`config.mk`:
```
export PLATFORM = sky130hd
export DESIGN_NAME = initrd_archive_header_parser
export DESIGN_NICKNAME = d
export VERILOG_FILES = /design/src/rtl/iahp_pkg.sv /design/src/rtl/iahp_name_ram.sv /design/src/rtl/iahp_parser.sv /design/src/rtl/iahp_out_buf.sv /design/src/rtl/initrd_archive_header_parser.sv
export VERILOG_INCLUDE_DIRS = /design/src /design/src/rtl
export SDC_FILE = /design/constraint.sdc
export NUM_CORES = 1
export LEC_CHECK = 0
export BUFFER_PORTS_ARGS = -buffer_cell sky130_fd_sc_hd__clkbuf_2
export CAP_MARGIN = 0
export CORE_MARGIN = 2
export CORE_UTILIZATION = 60
export DETAILED_ROUTE_END_ITERATION = 10
export PLACE_DENSITY = 0.79
export SLEW_MARGIN = 20
export SYNTH_ARGS = -nofsm -noshare
export SYNTH_HDL_FRONTEND = slang
export SYNTH_SLANG_ARGS = --single-unit
```
`constraint.sdc`:
```
create_clock -name clk -period 9 [get_ports clk]
set_input_delay 2.25 -clock clk [delete_from_list [all_inputs] [get_ports clk]]
set_output_delay 2.25 -clock clk [all_outputs]
set_load 0.01 [all_outputs]
```
`src/rtl/initrd_archive_header_parser_defines.svh`:
```
// Assertion macros shared by the archive header parser modules.
// Simulation builds get concurrent assertions; synthesis builds get nothing.
`ifndef INITRD_ARCHIVE_HEADER_PARSER_DEFINES_SVH
`define INITRD_ARCHIVE_HEADER_PARSER_DEFINES_SVH
`ifndef SYNTHESIS
`define IAHP_ASSERT_IMP(label, clk, rst_n, ante, cons) \
    label: assert property (@(posedge clk) disable iff (!rst_n) (ante) |-> (cons)) \
        else $error("iahp: same-cycle check failed");
`define IAHP_ASSERT_NXT(label, clk, rst_n, ante, cons) \
    label: assert property (@(posedge clk) disable iff (!rst_n) (ante) |=> (cons)) \
        else $error("iahp: next-cycle check failed");
`else
`define IAHP_ASSERT_IMP(label, clk, rst_n, ante, cons)
`define IAHP_ASSERT_NXT(label, clk, rst_n, ante, cons)
`endif
`endif

```
`src/rtl/iahp_pkg.sv`:
```
package iahp_pkg;

    localparam int MAX_ENTRIES  = 64;
    localparam int NAME_BYTES   = 32;
    localparam int SIZE_BYTES   = 4;
    localparam int HEADER_BYTES = NAME_BYTES + SIZE_BYTES;
    localparam int TABLE_BYTES  = MAX_ENTRIES * NAME_BYTES;

    localparam int POS_W   = $clog2(HEADER_BYTES);
    localparam int CNT_W   = $clog2(MAX_ENTRIES + 1);
    localparam int ADDR_W  = $clog2(TABLE_BYTES);
    localparam int INDEX_W = 6;
    localparam int TOTAL_W = 7;

    typedef enum logic [1:0] {
        PH_IDLE   = 2'd0,
        PH_HEADER = 2'd1,
        PH_SKIP   = 2'd2
    } phase_t;

    typedef enum logic [1:0] {
        STOP_ZERO_NAME  = 2'd0,
        STOP_IMAGE_END  = 2'd1,
        STOP_TABLE_FULL = 2'd2,
        STOP_RUNNING    = 2'd3
    } stop_reason_t;

    typedef struct packed {
        logic               recorded;
        logic [INDEX_W-1:0] index;
        logic [31:0]        size;
        logic [31:0]        offset;
        logic               finished;
        stop_reason_t       reason;
        logic [TOTAL_W-1:0] total;
    } result_t;

    typedef struct packed {
        logic              en;
        logic [ADDR_W-1:0] addr;
        logic [7:0]        data;
    } name_wr_t;

endpackage

```
`src/rtl/iahp_name_ram.sv`:
```
module iahp_name_ram #(
    parameter int DEPTH  = 2048,
    parameter int WIDTH  = 8,
    parameter int ADDR_W = $clog2(DEPTH)
) (
    input  logic              clk,
    input  logic              we,
    input  logic [ADDR_W-1:0] addr,
    input  logic [WIDTH-1:0]  wdata
);

    logic [WIDTH-1:0] mem [DEPTH];

    always_ff @(posedge clk)
    begin
        if (we)
        begin
            mem[addr] <= wdata;
        end
    end

endmodule

```
`src/rtl/iahp_parser.sv`:
```
`include "initrd_archive_header_parser_defines.svh"

module iahp_parser
    import iahp_pkg::*;
(
    input  logic     clk,
    input  logic     rst_n,
    input  logic     accept,
    input  logic [7:0] data_byte,
    input  logic     first_byte,
    input  logic     end_of_image,
    output logic     res_valid,
    output result_t  res,
    output name_wr_t name_wr
);

    phase_t           phase_reg, phase_next, phase_eff;
    logic [POS_W-1:0] pos_reg, pos_next, pos_eff;
    logic [31:0]      size_reg, size_next, size_eff, size_full;
    logic [31:0]      skip_reg, skip_next, skip_eff, skip_dec;
    logic [31:0]      offset_reg, offset_next, offset_eff;
    logic [CNT_W-1:0] count_reg, count_next, count_eff;
    logic             active;
    logic [1:0]       lane;

    always_ff @(posedge clk or negedge rst_n)
    begin
        if (!rst_n)
        begin
            phase_reg  <= PH_IDLE;
            pos_reg    <= '0;
            size_reg   <= '0;
            skip_reg   <= '0;
            offset_reg <= '0;
            count_reg  <= '0;
        end
        else
        begin
            phase_reg  <= phase_next;
            pos_reg    <= pos_next;
            size_reg   <= size_next;
            skip_reg   <= skip_next;
            offset_reg <= offset_next;
            count_reg  <= count_next;
        end
    end

    // A first byte restarts the parse; otherwise a running parse advances the offset.
    always_comb
    begin
        phase_eff  = phase_reg;
        pos_eff    = pos_reg;
        size_eff   = size_reg;
        skip_eff   = skip_reg;
        offset_eff = offset_reg;
        count_eff  = count_reg;
        active     = 1'b0;
        if (first_byte)
        begin
            phase_eff  = PH_HEADER;
            pos_eff    = '0;
            size_eff   = '0;
            skip_eff   = '0;
            offset_eff = '0;
            count_eff  = '0;
            active     = 1'b1;
        end
        else if (phase_reg != PH_IDLE)
        begin
            offset_eff = offset_reg + 32'd1;
            active     = 1'b1;
        end
    end

    assign skip_dec = skip_eff - 32'd1;
    assign lane     = 2'(pos_eff - POS_W'(NAME_BYTES));

    always_comb
    begin
        size_full = size_eff;
        if (pos_eff >= POS_W'(NAME_BYTES))
        begin
            size_full[8*lane +: 8] = data_byte;
        end
    end

    always_comb
    begin
        phase_next    = phase_reg;
        pos_next      = pos_reg;
        size_next     = size_reg;
        skip_next     = skip_reg;
        offset_next   = offset_reg;
        count_next    = count_reg;
        res_valid     = 1'b0;
        res           = '0;
        name_wr.en    = 1'b0;
        name_wr.addr  = ADDR_W'(ADDR_W'(count_eff) * ADDR_W'(NAME_BYTES)) + ADDR_W'(pos_eff);
        name_wr.data  = (pos_eff == POS_W'(NAME_BYTES - 1)) ? 8'd0 : data_byte;
        if (accept && active)
        begin
            phase_next  = phase_eff;
            pos_next    = pos_eff;
            size_next   = size_eff;
            skip_next   = skip_eff;
            offset_next = offset_eff;
            count_next  = count_eff;
            unique case (phase_eff)
                PH_SKIP:
                begin
                    skip_next = skip_dec;
                    if (skip_dec == 32'd0)
                    begin
                        phase_next = PH_HEADER;
                        pos_next   = '0;
                        size_next  = '0;
                    end
                    if (end_of_image)
                    begin
                        phase_next   = PH_IDLE;
                        res_valid    = 1'b1;
                        res.finished = 1'b1;
                        res.reason   = STOP_IMAGE_END;
                    end
                end
                PH_HEADER:
                begin
                    if (pos_eff == '0 && data_byte == 8'd0)
                    begin
                        phase_next   = PH_IDLE;
                        res_valid    = 1'b1;
                        res.finished = 1'b1;
                        res.reason   = STOP_ZERO_NAME;
                    end
                    else if (pos_eff == POS_W'(HEADER_BYTES - 1))
                    begin
                        count_next   = count_eff + CNT_W'(1);
                        pos_next     = '0;
                        size_next    = '0;
                        skip_next    = size_full;
                        phase_next   = (size_full != 32'd0) ? PH_SKIP : PH_HEADER;
                        res_valid    = 1'b1;
                        res.recorded = 1'b1;
                        res.index    = INDEX_W'(count_eff);
                        res.size     = size_full;
                        res.offset   = offset_eff + 32'd1;
                        res.reason   = STOP_RUNNING;
                        if (end_of_image)
                        begin
                            phase_next   = PH_IDLE;
                            res.finished = 1'b1;
                            res.reason   = STOP_IMAGE_END;
                        end
                        else if (count_eff == CNT_W'(MAX_ENTRIES - 1))
                        begin
                            phase_next   = PH_IDLE;
                            res.finished = 1'b1;
                            res.reason   = STOP_TABLE_FULL;
                        end
                    end
                    else
                    begin
                        name_wr.en = (pos_eff < POS_W'(NAME_BYTES));
                        size_next  = size_full;
                        pos_next   = pos_eff + POS_W'(1);
                        if (end_of_image)
                        begin
                            phase_next   = PH_IDLE;
                            res_valid    = 1'b1;
                            res.finished = 1'b1;
                            res.reason   = STOP_IMAGE_END;
                        end
                    end
                end
                default:
                begin
                    phase_next = PH_IDLE;
                end
            endcase
            res.total = TOTAL_W'(count_next);
        end
    end

    `IAHP_ASSERT_IMP(a_skip_nonzero, clk, rst_n, (phase_reg == PH_SKIP), (skip_reg != 32'd0))
    `IAHP_ASSERT_IMP(a_count_room, clk, rst_n, (phase_reg != PH_IDLE), (count_reg < CNT_W'(MAX_ENTRIES)))
    `IAHP_ASSERT_IMP(a_pos_range, clk, rst_n, (phase_reg == PH_HEADER), (pos_reg < POS_W'(HEADER_BYTES)))

endmodule

```
`src/rtl/iahp_out_buf.sv`:
```
`include "initrd_archive_header_parser_defines.svh"

module iahp_out_buf
    import iahp_pkg::*;
(
    input  logic    clk,
    input  logic    rst_n,
    input  logic    push,
    input  result_t push_data,
    output logic    in_ready,
    output logic    out_valid,
    input  logic    out_ready,
    output result_t out_data
);

    logic    out_valid_reg, out_valid_next;
    logic    skid_valid_reg, skid_valid_next;
    result_t out_reg, out_next;
    result_t skid_reg, skid_next;
    logic    pop;

    assign pop       = out_valid_reg && out_ready;
    assign in_ready  = !skid_valid_reg;
    assign out_valid = out_valid_reg;
    assign out_data  = out_reg;

    always_comb
    begin
        out_valid_next  = out_valid_reg;
        skid_valid_next = skid_valid_reg;
        out_next        = out_reg;
        skid_next       = skid_reg;
        if (!out_valid_reg || pop)
        begin
            if (skid_valid_reg)
            begin
                out_next        = skid_reg;
                out_valid_next  = 1'b1;
                skid_valid_next = 1'b0;
            end
            else
            begin
                out_next       = push_data;
                out_valid_next = push;
            end
        end
        else if (push)
        begin
            skid_next       = push_data;
            skid_valid_next = 1'b1;
        end
    end

    always_ff @(posedge clk or negedge rst_n)
    begin
        if (!rst_n)
        begin
            out_valid_reg  <= 1'b0;
            skid_valid_reg <= 1'b0;
            out_reg        <= '0;
            skid_reg       <= '0;
        end
        else
        begin
            out_valid_reg  <= out_valid_next;
            skid_valid_reg <= skid_valid_next;
            out_reg        <= out_next;
            skid_reg       <= skid_next;
        end
    end

    `IAHP_ASSERT_IMP(a_skid_behind_out, clk, rst_n, skid_valid_reg, out_valid_reg)
    `IAHP_ASSERT_NXT(a_stall_to_skid, clk, rst_n, (push && out_valid_reg && !out_ready), skid_valid_reg)
    `IAHP_ASSERT_NXT(a_skid_drains, clk, rst_n, (skid_valid_reg && pop), (out_valid_reg && !skid_valid_reg))

endmodule

```
`src/rtl/initrd_archive_header_parser.sv`:
```
// Archive header parser. The block takes an archive image one byte per
// transaction and walks its entries: a 32-byte name, a 4-byte little-endian
// size and then that many data bytes, which are skipped. Name bytes are
// written into the entry's slot of an on-chip name table (byte 31 of each
// name is stored as zero); the table is a single-port synchronous memory of
// 64 slots by 32 bytes that takes one write per cycle and needs no clearing
// after reset. A result transaction is produced only when a byte completes
// an entry header (index, size, offset of the first data byte, running
// total) or when parsing stops: on a zero first name byte, on the byte
// flagged as the end of the image, or once the table is full. A byte with
// first_byte set restarts the parse from any state; bytes arriving while the
// parser is stopped and without that flag are consumed and produce nothing.
// Throughput is one byte per clock cycle while in_ready is high, limited
// only by the single register update of the parse state and the one table
// write per byte. Each result is registered in the output buffer. The
// output side holds up to two results, so in_ready stays high while one
// result waits and drops only when both entries are occupied.
module initrd_archive_header_parser
    import iahp_pkg::*;
(
    input  logic        clk,
    input  logic        rst_n,

    input  logic        in_valid,
    output logic        in_ready,
    input  logic [7:0]  data_byte,
    input  logic        first_byte,
    input  logic        end_of_image,

    output logic        out_valid,
    input  logic        out_ready,
    output logic        entry_recorded,
    output logic [5:0]  entry_index,
    output logic [31:0] file_size,
    output logic [31:0] data_offset,
    output logic        finished,
    output logic [1:0]  stop_reason,
    output logic [6:0]  entry_total
);

    logic     accept;
    logic     res_valid;
    result_t  res;
    result_t  out_data;
    name_wr_t name_wr;

    // A byte is taken whenever the output side has room for one more result.
    assign accept = in_valid && in_ready;

    // Parse state machine: phase, header position, size assembly, skip count,
    // offset and entry count, updated once per accepted byte.
    iahp_parser u_parser (
        .clk          (clk),
        .rst_n        (rst_n),
        .accept       (accept),
        .data_byte    (data_byte),
        .first_byte   (first_byte),
        .end_of_image (end_of_image),
        .res_valid    (res_valid),
        .res          (res),
        .name_wr      (name_wr)
    );

    // The name table. It has no read port; its contents never feed the results.
    iahp_name_ram #(
        .DEPTH  (TABLE_BYTES),
        .WIDTH  (8),
        .ADDR_W (ADDR_W)
    ) u_name_ram (
        .clk   (clk),
        .we    (name_wr.en),
        .addr  (name_wr.addr),
        .wdata (name_wr.data)
    );

    // Output register with a skid entry behind it.
    iahp_out_buf u_out_buf (
        .clk       (clk),
        .rst_n     (rst_n),
        .push      (accept && res_valid),
        .push_data (res),
        .in_ready  (in_ready),
        .out_valid (out_valid),
        .out_ready (out_ready),
        .out_data  (out_data)
    );

    assign entry_recorded = out_data.recorded;
    assign entry_index    = out_data.index;
    assign file_size      = out_data.size;
    assign data_offset    = out_data.offset;
    assign finished       = out_data.finished;
    assign stop_reason    = out_data.reason;
    assign entry_total    = out_data.total;

endmodule
```
==> run metrics, run 1 <==
Setup Viol. Count Final=0; P&R area growth vs syn=10.4%; Post-synth ARST share=1.00; DR iter-0 viols=between 1,500 and 2,000; Seq cells post-synth=275; Worst-Margin Slew=approximately 1.1 ns; Starting Density=0.607; Final Instance Count excl. Fillers=2,206; die area=27,400 um^2; WL final=between 40,000 and 50,000 um; Primary FF master, synth=dfrtp_1; met1 Use GR=0.439; GRT overflow=0; Switching Fraction=0.259; area occupied by multi-input gates=approximately 8000 um^2; status=finished clean; period utilization=0.726; sequential-to-total area share from yosys stat=0.439; Mapped Cells=1,832; final hold viol count=0; Crit. End Element=flip-flop; minimum clock period=roughly 6.5 ns; initial antenna violation count=0; Num CTS Buffers=30; Post-DP Area=around 16,000 um^2; Leakage=roughly 7.6 nW; clock sinks=~280; # nets final=1,876; GPL Wtd Cong=0.972; core box area=between 20,000 and 30,000 um^2; Total Power=between 2 and 3 mW; worst flop-to-flop path endpoint=u_parser.size_reg[8]; Comb power frac=0.083; layout cell share with drive strength beyond 1=0.128; crit-path max FO=74; hold_buf cts=0; Horiz. Die Dim=about 170 um; CTS max path bufs=3; sequential fraction of design power=0.460; drt pass-1 iters=6; top cells by count, synth=nand2_1, dfrtp_1, o21ai_0; Post-synth EDFFs=0; final routed DRC violation total=0; vias in the first global route=13,900; distinct cell type count of the synthesized netlist=80; post-route setup TNS=0 ns; Worst Path Arrival=between 6 and 7 ns; min-delay worst type=flip-flop to flip-flop; Row Count=~60; VDD IR max=~0.00015 V; mapped cell area=between 15,000 and 20,000 um^2; DR vias/cell=~6.6; syn_nets=between 1,500 and 2,000; most numerous cell in the Yosys netlist=nand2_1; final clock skew=0.0145 ns; Synth top area share=0.439; vias=around 14,000; Psw=approximately 0.73 mW; maximum clock frequency=153 MHz; pwr dens=162 nW/um^2; critical path type=primary input to flip-flop; diode count=0; max-cap violation count=0; I/O Pins=97; met2 GRT Util=0.555; RSZ-0062 raised after global routing=false; CTS Root Cell=clkbuf_16; Yosys warnings=0; worst-skew pair later-pin latency=about 0.57 ns; Power Internal=2.08 mW; FF/Latch Area=roughly 6900 um^2; Clk pwr share=0.457; Chip Height=166 um; Setup Fix Bufs, Post-CTS=0; R2R depth=9; HPWL after DPL=~31,000 um; Worst setup startpoint=first_byte; Total Routing Usage GR=0.337; largest net degree at the start of global routing=between 150 and 200; met3 Usage GRT=0.0339; final instance area=between 15,000 and 20,000 um^2; # fillers=around 2,100; first-pass GRT wire length=approximately 75,000 um; dpl cells=approximately 2,200; CP startpoint kind=primary input; Min Hold Slack=roughly 0.47 ns; Slew Limit Fails=0; Synth area leaders=dfrtp_1, nand2_1, o21ai_0; Reg clk slew, reported paths=around 0.06 ns; Worst slew margin=0.277; cell taking the most area after synthesis=dfrtp_1; PortBufs=96; syn avg cell area=around 8.6 um^2; CTS tree=done; worst reg-to-reg setup slack=roughly 4.6 ns; Worst EP required=9.44 ns; Critical Path End=u_out_buf.skid_reg[45]; Critical R2R Launch=u_parser.skip_reg[5]; wire per inst=~21 um; antenna-violating nets left=0; # H-tree levels=1; grt peak-use layer=met2; cts repair resizes=0
## how the worst min path moves through the flow
stage	from	endpoint	slack [ns]	depth (start not counted)
floorplan	u_out_buf.skid_reg[41]	u_out_buf.skid_reg[41]	0.43	2
global placement	u_out_buf.skid_reg[41]	u_out_buf.skid_reg[41]	0.44	2
detailed placement	u_parser.count_reg[0]	u_parser.count_reg[0]	0.46	1
CTS	u_parser.count_reg[0]	u_parser.count_reg[0]	0.47	1
global route	u_out_buf.skid_reg[41]	u_out_buf.skid_reg[41]	0.49	2
finish	u_parser.count_reg[0]	u_parser.count_reg[0]	0.47	1
## metrics by stage
stage / worst slack [ns] / utilization
finish: 2.46 / 0.670
global route: 2.19 / 0.670
CTS: 2.61 / 0.670
detailed placement: 2.07 / 0.630
global placement: 2.27 / 0.630
floorplan: 2.77 / -
## cell families after synthesis
family	after synthesis	share of synthesized area
buffers and inverters	151	0.0385
adders and majority gates	14	0.0112
xor gates and xnor gates	53	0.0296
and+or+nand+nor	768	0.234
DFF	275	0.439
muxes	63	0.0432
AOI/OAI and AO/OA	508	0.205
## per-layer routing
layer  vias up  share of wire
li1       6651              -
met1      6977           0.40
met2       682           0.48
met3       151          0.059
met4         0          0.063
met5         -              0
## power by group through the flow
stage / registers, mW / logic [mW] / clock network [mW]
floorplan: 1.29 / 0.170 / 0
global placement: 1.31 / 0.226 / 0
detailed placement: 1.31 / 0.231 / 0
CTS: 1.29 / 0.232 / 1.29
global route: 1.30 / 0.260 / 1.35
finish: 1.29 / 0.234 / 1.29
## cell type report
class                      instances  share of cell area
tap                              335              0.0242
sequential                       275               0.398
clock buffer                      36              0.0464
inverter                          16             0.00347
clock inverter                    19              0.0137
timing repair buffer             119              0.0392
multi-input combinational       1406               0.476
## worst max-delay path, stage by stage
cell and delay, ns:
buf_4 0.42, clkinv_1 0.65, nand2_1 0.35, inv_1 0.12, ha_1 0.24, nand3_1 0.08, buf_4 0.34, inv_1 0.34
o21ai_0 0.29, a21oi_1 0.18, nand2_4 0.61, buf_4 0.59, mux2_2 0.41
## layout by cell type, fill, tap and decap left out, drive strengths merged, types with 10 or more instances in the layout
cell	instances
a31oi	27
nand4	23
a22o	13
mux2i	26
a22oi	31
dfrtp	275
nand2	310
or3	17
and3	18
clkbuf	130
nor2	160
nor4	36
mux2	37
or4	15
a21oi	113
o22ai	10
xnor2	35
o2bb2ai	26
buf	25
inv	15
nor3	53
xor2	18
nand3	46
o21ai	181
nor2b	26
ha	14
a32oi	13
o31ai	11
Note: power is estimated with default switching activity, not from simulation.
==> run 2, diff against run 1 <==
- ABC_AREA: unset -> 1
- CORE_UTILIZATION: 60 -> 56
- PLACE_DENSITY: 0.79 -> 0.77
- clock period: 9 -> 5.9 ns (I/O delays scaled with it)
==> run 2 against run 1 <==
Against the previous run:
- non-clock buffer count increased by 14
- sequential share of layout area decreased by 4.3 points
- wire length increased by 24%
- global-route usage increased by 1.3 points
- cell count increased by 41%
- highest routed layer unchanged
==> run metrics, run 2 <==
cts repair resizes=0 (unchanged); Leakage=9.73 nW (was 7.63 nW); Crit. End Element=flip-flop (unchanged); most common cell after layout, fill and taps aside=nand2_1 (unchanged); min-delay src=u_parser.size_reg[30] (was u_parser.count_reg[0]); Worst-Margin Slew=1.21 ns (was 1.08 ns); syn_nets=2,687 (was 1,860); # nets final=2,719 (was 1,876); Mapped Cells=2,659 (was 1,832); core box area=30,700 um^2 (was 25,800 um^2); Total Power=4.83 mW (was 2.81 mW); critical path type=primary input to flip-flop (unchanged); pwr dens=249 nW/um^2 (was 162 nW/um^2); final hold viol count=0 (unchanged); period utilization=0.793; Synth top area share=0.391 (was 0.439); mapped cell area=17,600 um^2 (was 15,700 um^2); sequential-to-total area share from yosys stat=0.391 (was 0.439); final clock skew=0.0283 ns (was 0.0145 ns); distinct cell type count of the synthesized netlist=48 (was 80); Yosys warnings=0 (unchanged); Worst setup startpoint=first_byte (unchanged); Worst EP required=6.40 ns (was 9.44 ns); CP delay by family, top=simple AND/OR/NAND/NOR gates (was buffers and inverters); Total Routing Usage GR=0.350 (was 0.337); Row Count=64 (was 59); most frequent cells in the layout=nand2_1, nor2_1, dfrtp_1 (was nand2_1, dfrtp_1, o21ai_0); hold_buf cts=0 (unchanged); Slew Limit Fails=0 (unchanged); WL final=57,700 um (was 46,600 um); WHS Path Cells=2 (was 1); CP max stage cell=o21ai_0 (was clkinv_1); clock sinks=275 (unchanged); R2R depth=20 (was 9); post-route setup TNS=0 ns (unchanged); Worst Slack Setup Final=1.22 ns (was 2.46 ns); Post-synth ARST share=1.00 (unchanged); HPWL after DPL=40,600 um (was 31,400 um); I/O Pins=97 (unchanged); CP Cell Sequence=clkbuf_2 > inv_4 > nand2_2 > ha_1 > inv_1 > nor2_1 > inv_1 > nor2_1 > nand2_1 > o21ai_0 > nor4_1 > nand2_1 > nor2_1 > nand2_1 > nand2_1 > nand2_1 > nand2_1 > nand2_1 > nand2_1 > nand2_1 (was buf_4 > clkinv_1 > nand2_1 > inv_1 > ha_1 > nand3_1 > buf_4 > inv_1 > o21ai_0 > a21oi_1 > nand2_4 > buf_4 > mux2_2); layout cell share with drive strength beyond 1=0.0987 (was 0.128); Buffers & Inverters on Critical Path=4 (was 6); Worst Path Arrival=5.18 ns (was 6.97 ns); CP max stage delay=0.58 ns (was 0.65 ns); CP startpoint kind=primary input (unchanged); CTS Root Cell=clkbuf_16 (unchanged); drt pass-1 iters=6 (unchanged); vias in the first global route=16,900 (was 13,900); Place WS=0.787 ns (was 2.07 ns); Final Instance Count excl. Fillers=3,110 (was 2,206); Starting Density=0.573 (was 0.607); Setup Fix Bufs, Post-CTS=0 (unchanged); PortBufs=96 (unchanged); Synth area leaders=dfrtp_1, nand2_1, o21ai_0 (unchanged); Chip Height=181 um (was 166 um); minimum clock period=between 4 and 5 ns; Setup Viol. Count Final=0 (unchanged); DR vias/cell=5.80 (was 6.56); Horiz. Die Dim=181 um (was 166 um); top cells by count, synth=nand2_1, nor2_1, dfrtp_1 (was nand2_1, dfrtp_1, o21ai_0); # H-tree levels=1 (unchanged); first-pass GRT wire length=92,000 um (was 75,400 um); # fillers=2,923 (was 2,129); Worst slew margin=0.184 (was 0.277); Most Frequent Cell on Critical Path=nand2_1 (was buf_4); Util after Layout=0.631 (was 0.670); wire per inst=18.6 um (was 21.1 um); vias=18,000 (was 14,500); Seq cells post-synth=275 (unchanged); Critical R2R Launch=u_parser.pos_reg[1] (was u_parser.skip_reg[5]); initial antenna violation count=0 (unchanged); VDD IR max=0.000223 V (was 0.000155 V); FF/Latch Area=6880 um^2 (unchanged); Num CTS Buffers=31 (was 30); dpl cells=3,054 (was 2,151); area occupied by multi-input gates=9220 um^2 (was 8230 um^2); Primary FF master, synth=dfrtp_1 (unchanged); final routed DRC violation total=0 (unchanged); CP Depth=20 (was 13); most numerous cell in the Yosys netlist=nand2_1 (unchanged); largest net degree at the start of global routing=103 (was 153); GRT overflow=0 (unchanged); P&R area growth vs syn=10.1% (was 10.4%); CTS max path bufs=3 (unchanged); die area=32,900 um^2 (was 27,400 um^2); status=finished clean (unchanged); worst-skew pair later-pin latency=0.58 ns (was 0.57 ns); antenna-violating nets left=0 (unchanged); crit-path max FO=20 (was 74); max-cap violation count=0 (unchanged); syn avg cell area=6.62 um^2 (was 8.56 um^2); Post-synth EDFFs=0 (unchanged); GPL Wtd Cong=1.02 (was 0.972); cell taking the most area after synthesis=dfrtp_1 (unchanged); CTS tree=done (unchanged); RSZ-0062 raised after global routing=false (unchanged); diode count=0 (unchanged); Reg clk slew, reported paths=0.06 ns (about the same); min-delay worst type=flip-flop to flip-flop (unchanged); maximum clock frequency=~210 MHz; DR iter-0 viols=1,693 (was 1,529)
-- run 2: cell count changes after synthesis, moves of 37 or more --
cell     delta
o21ai_0    +78
a21oi_1    +52
nor2_1    +135
nand3_1   +117
mux2_2     -37
nand2_1   +542
inv_1     +220
-- run 2: final timing paths --
| check | slack [ns] | end |
|---|---|---|
| min in group asynchronous | 0.91 | u_parser.offset_reg[20] |
| worst min-delay path | 0.48 | u_parser.size_reg[30] |
| worst max-delay path | 1.22 | u_parser.phase_reg[1] |
| max in group asynchronous | 3.74 | u_out_buf.out_data[36] |
| worst max register to register | 2.21 | u_parser.phase_reg[1] |
| worst min register to register | 0.48 | u_parser.size_reg[30] |
-- run 2: cell type report --
class | count | area share
Multi-Input combinational cell | 1997 | 0.476
Sequential cell | 275 | 0.355
Inverter | 253 | 0.0492
Clock buffer | 41 | 0.0450
Timing Repair Buffer | 133 | 0.0409
Tap cell | 396 | 0.0256
Clock inverter | 15 | 0.00890
-- run 2: kinds of logic (layout without fill, tap and decap cells) --
logic type / Yosys count / after routing / share of synthesized area
adders and majority gates: 14 / 14 / 0.00995
DFF: 275 / 275 / 0.391
and+or+nand+nor: 1449 / 1449 / 0.345
AOI/OAI and AO/OA: 508 / 508 / 0.155
buffers and inverters: 387 / 442 / 0.0870
xor gates and xnor gates: 26 / 26 / 0.0129
-- run 2: worst register-to-register path, delay by kind of cell, from the launching register on --
kind | cells | cell delay (ns)
AO/OA/AOI/OAI | 1 | 0.58
adder cells (fa/ha/maj) | 1 | 0.46
buffers and inverters | 4 | 0.42
flip-flops | 1 | 0.34
AND/OR/NAND/NOR | 14 | 1.85
-- run 2: report_power, final --
group          internal (mW)  switching, mW  leakage (nW)
sequential              1.96         0.0495          3.77
clock                   1.17          0.807         0.509
combinational          0.232          0.615          5.44
total                   3.36           1.47          9.73
-- run 2: layer usage --
metal,track usage,routed length (um),share of wire
met5,0,0,0
met1,0.450,23400,0.40
met2,0.586,27400,0.48
met3,0.0399,3750,0.065
met4,0.177,3160,0.055
-- run 2: per-stage QoR --
| stage | hold slack, ns | cell area (um^2) |
|---|---|---|
| finish | 0.478 | 19400 |
| global route | 0.495 | 19400 |
| global placement | 0.457 | 18300 |
| floorplan | 0.444 | 17600 |
| detailed placement | 0.460 | 18300 |
| CTS | 0.479 | 19400 |
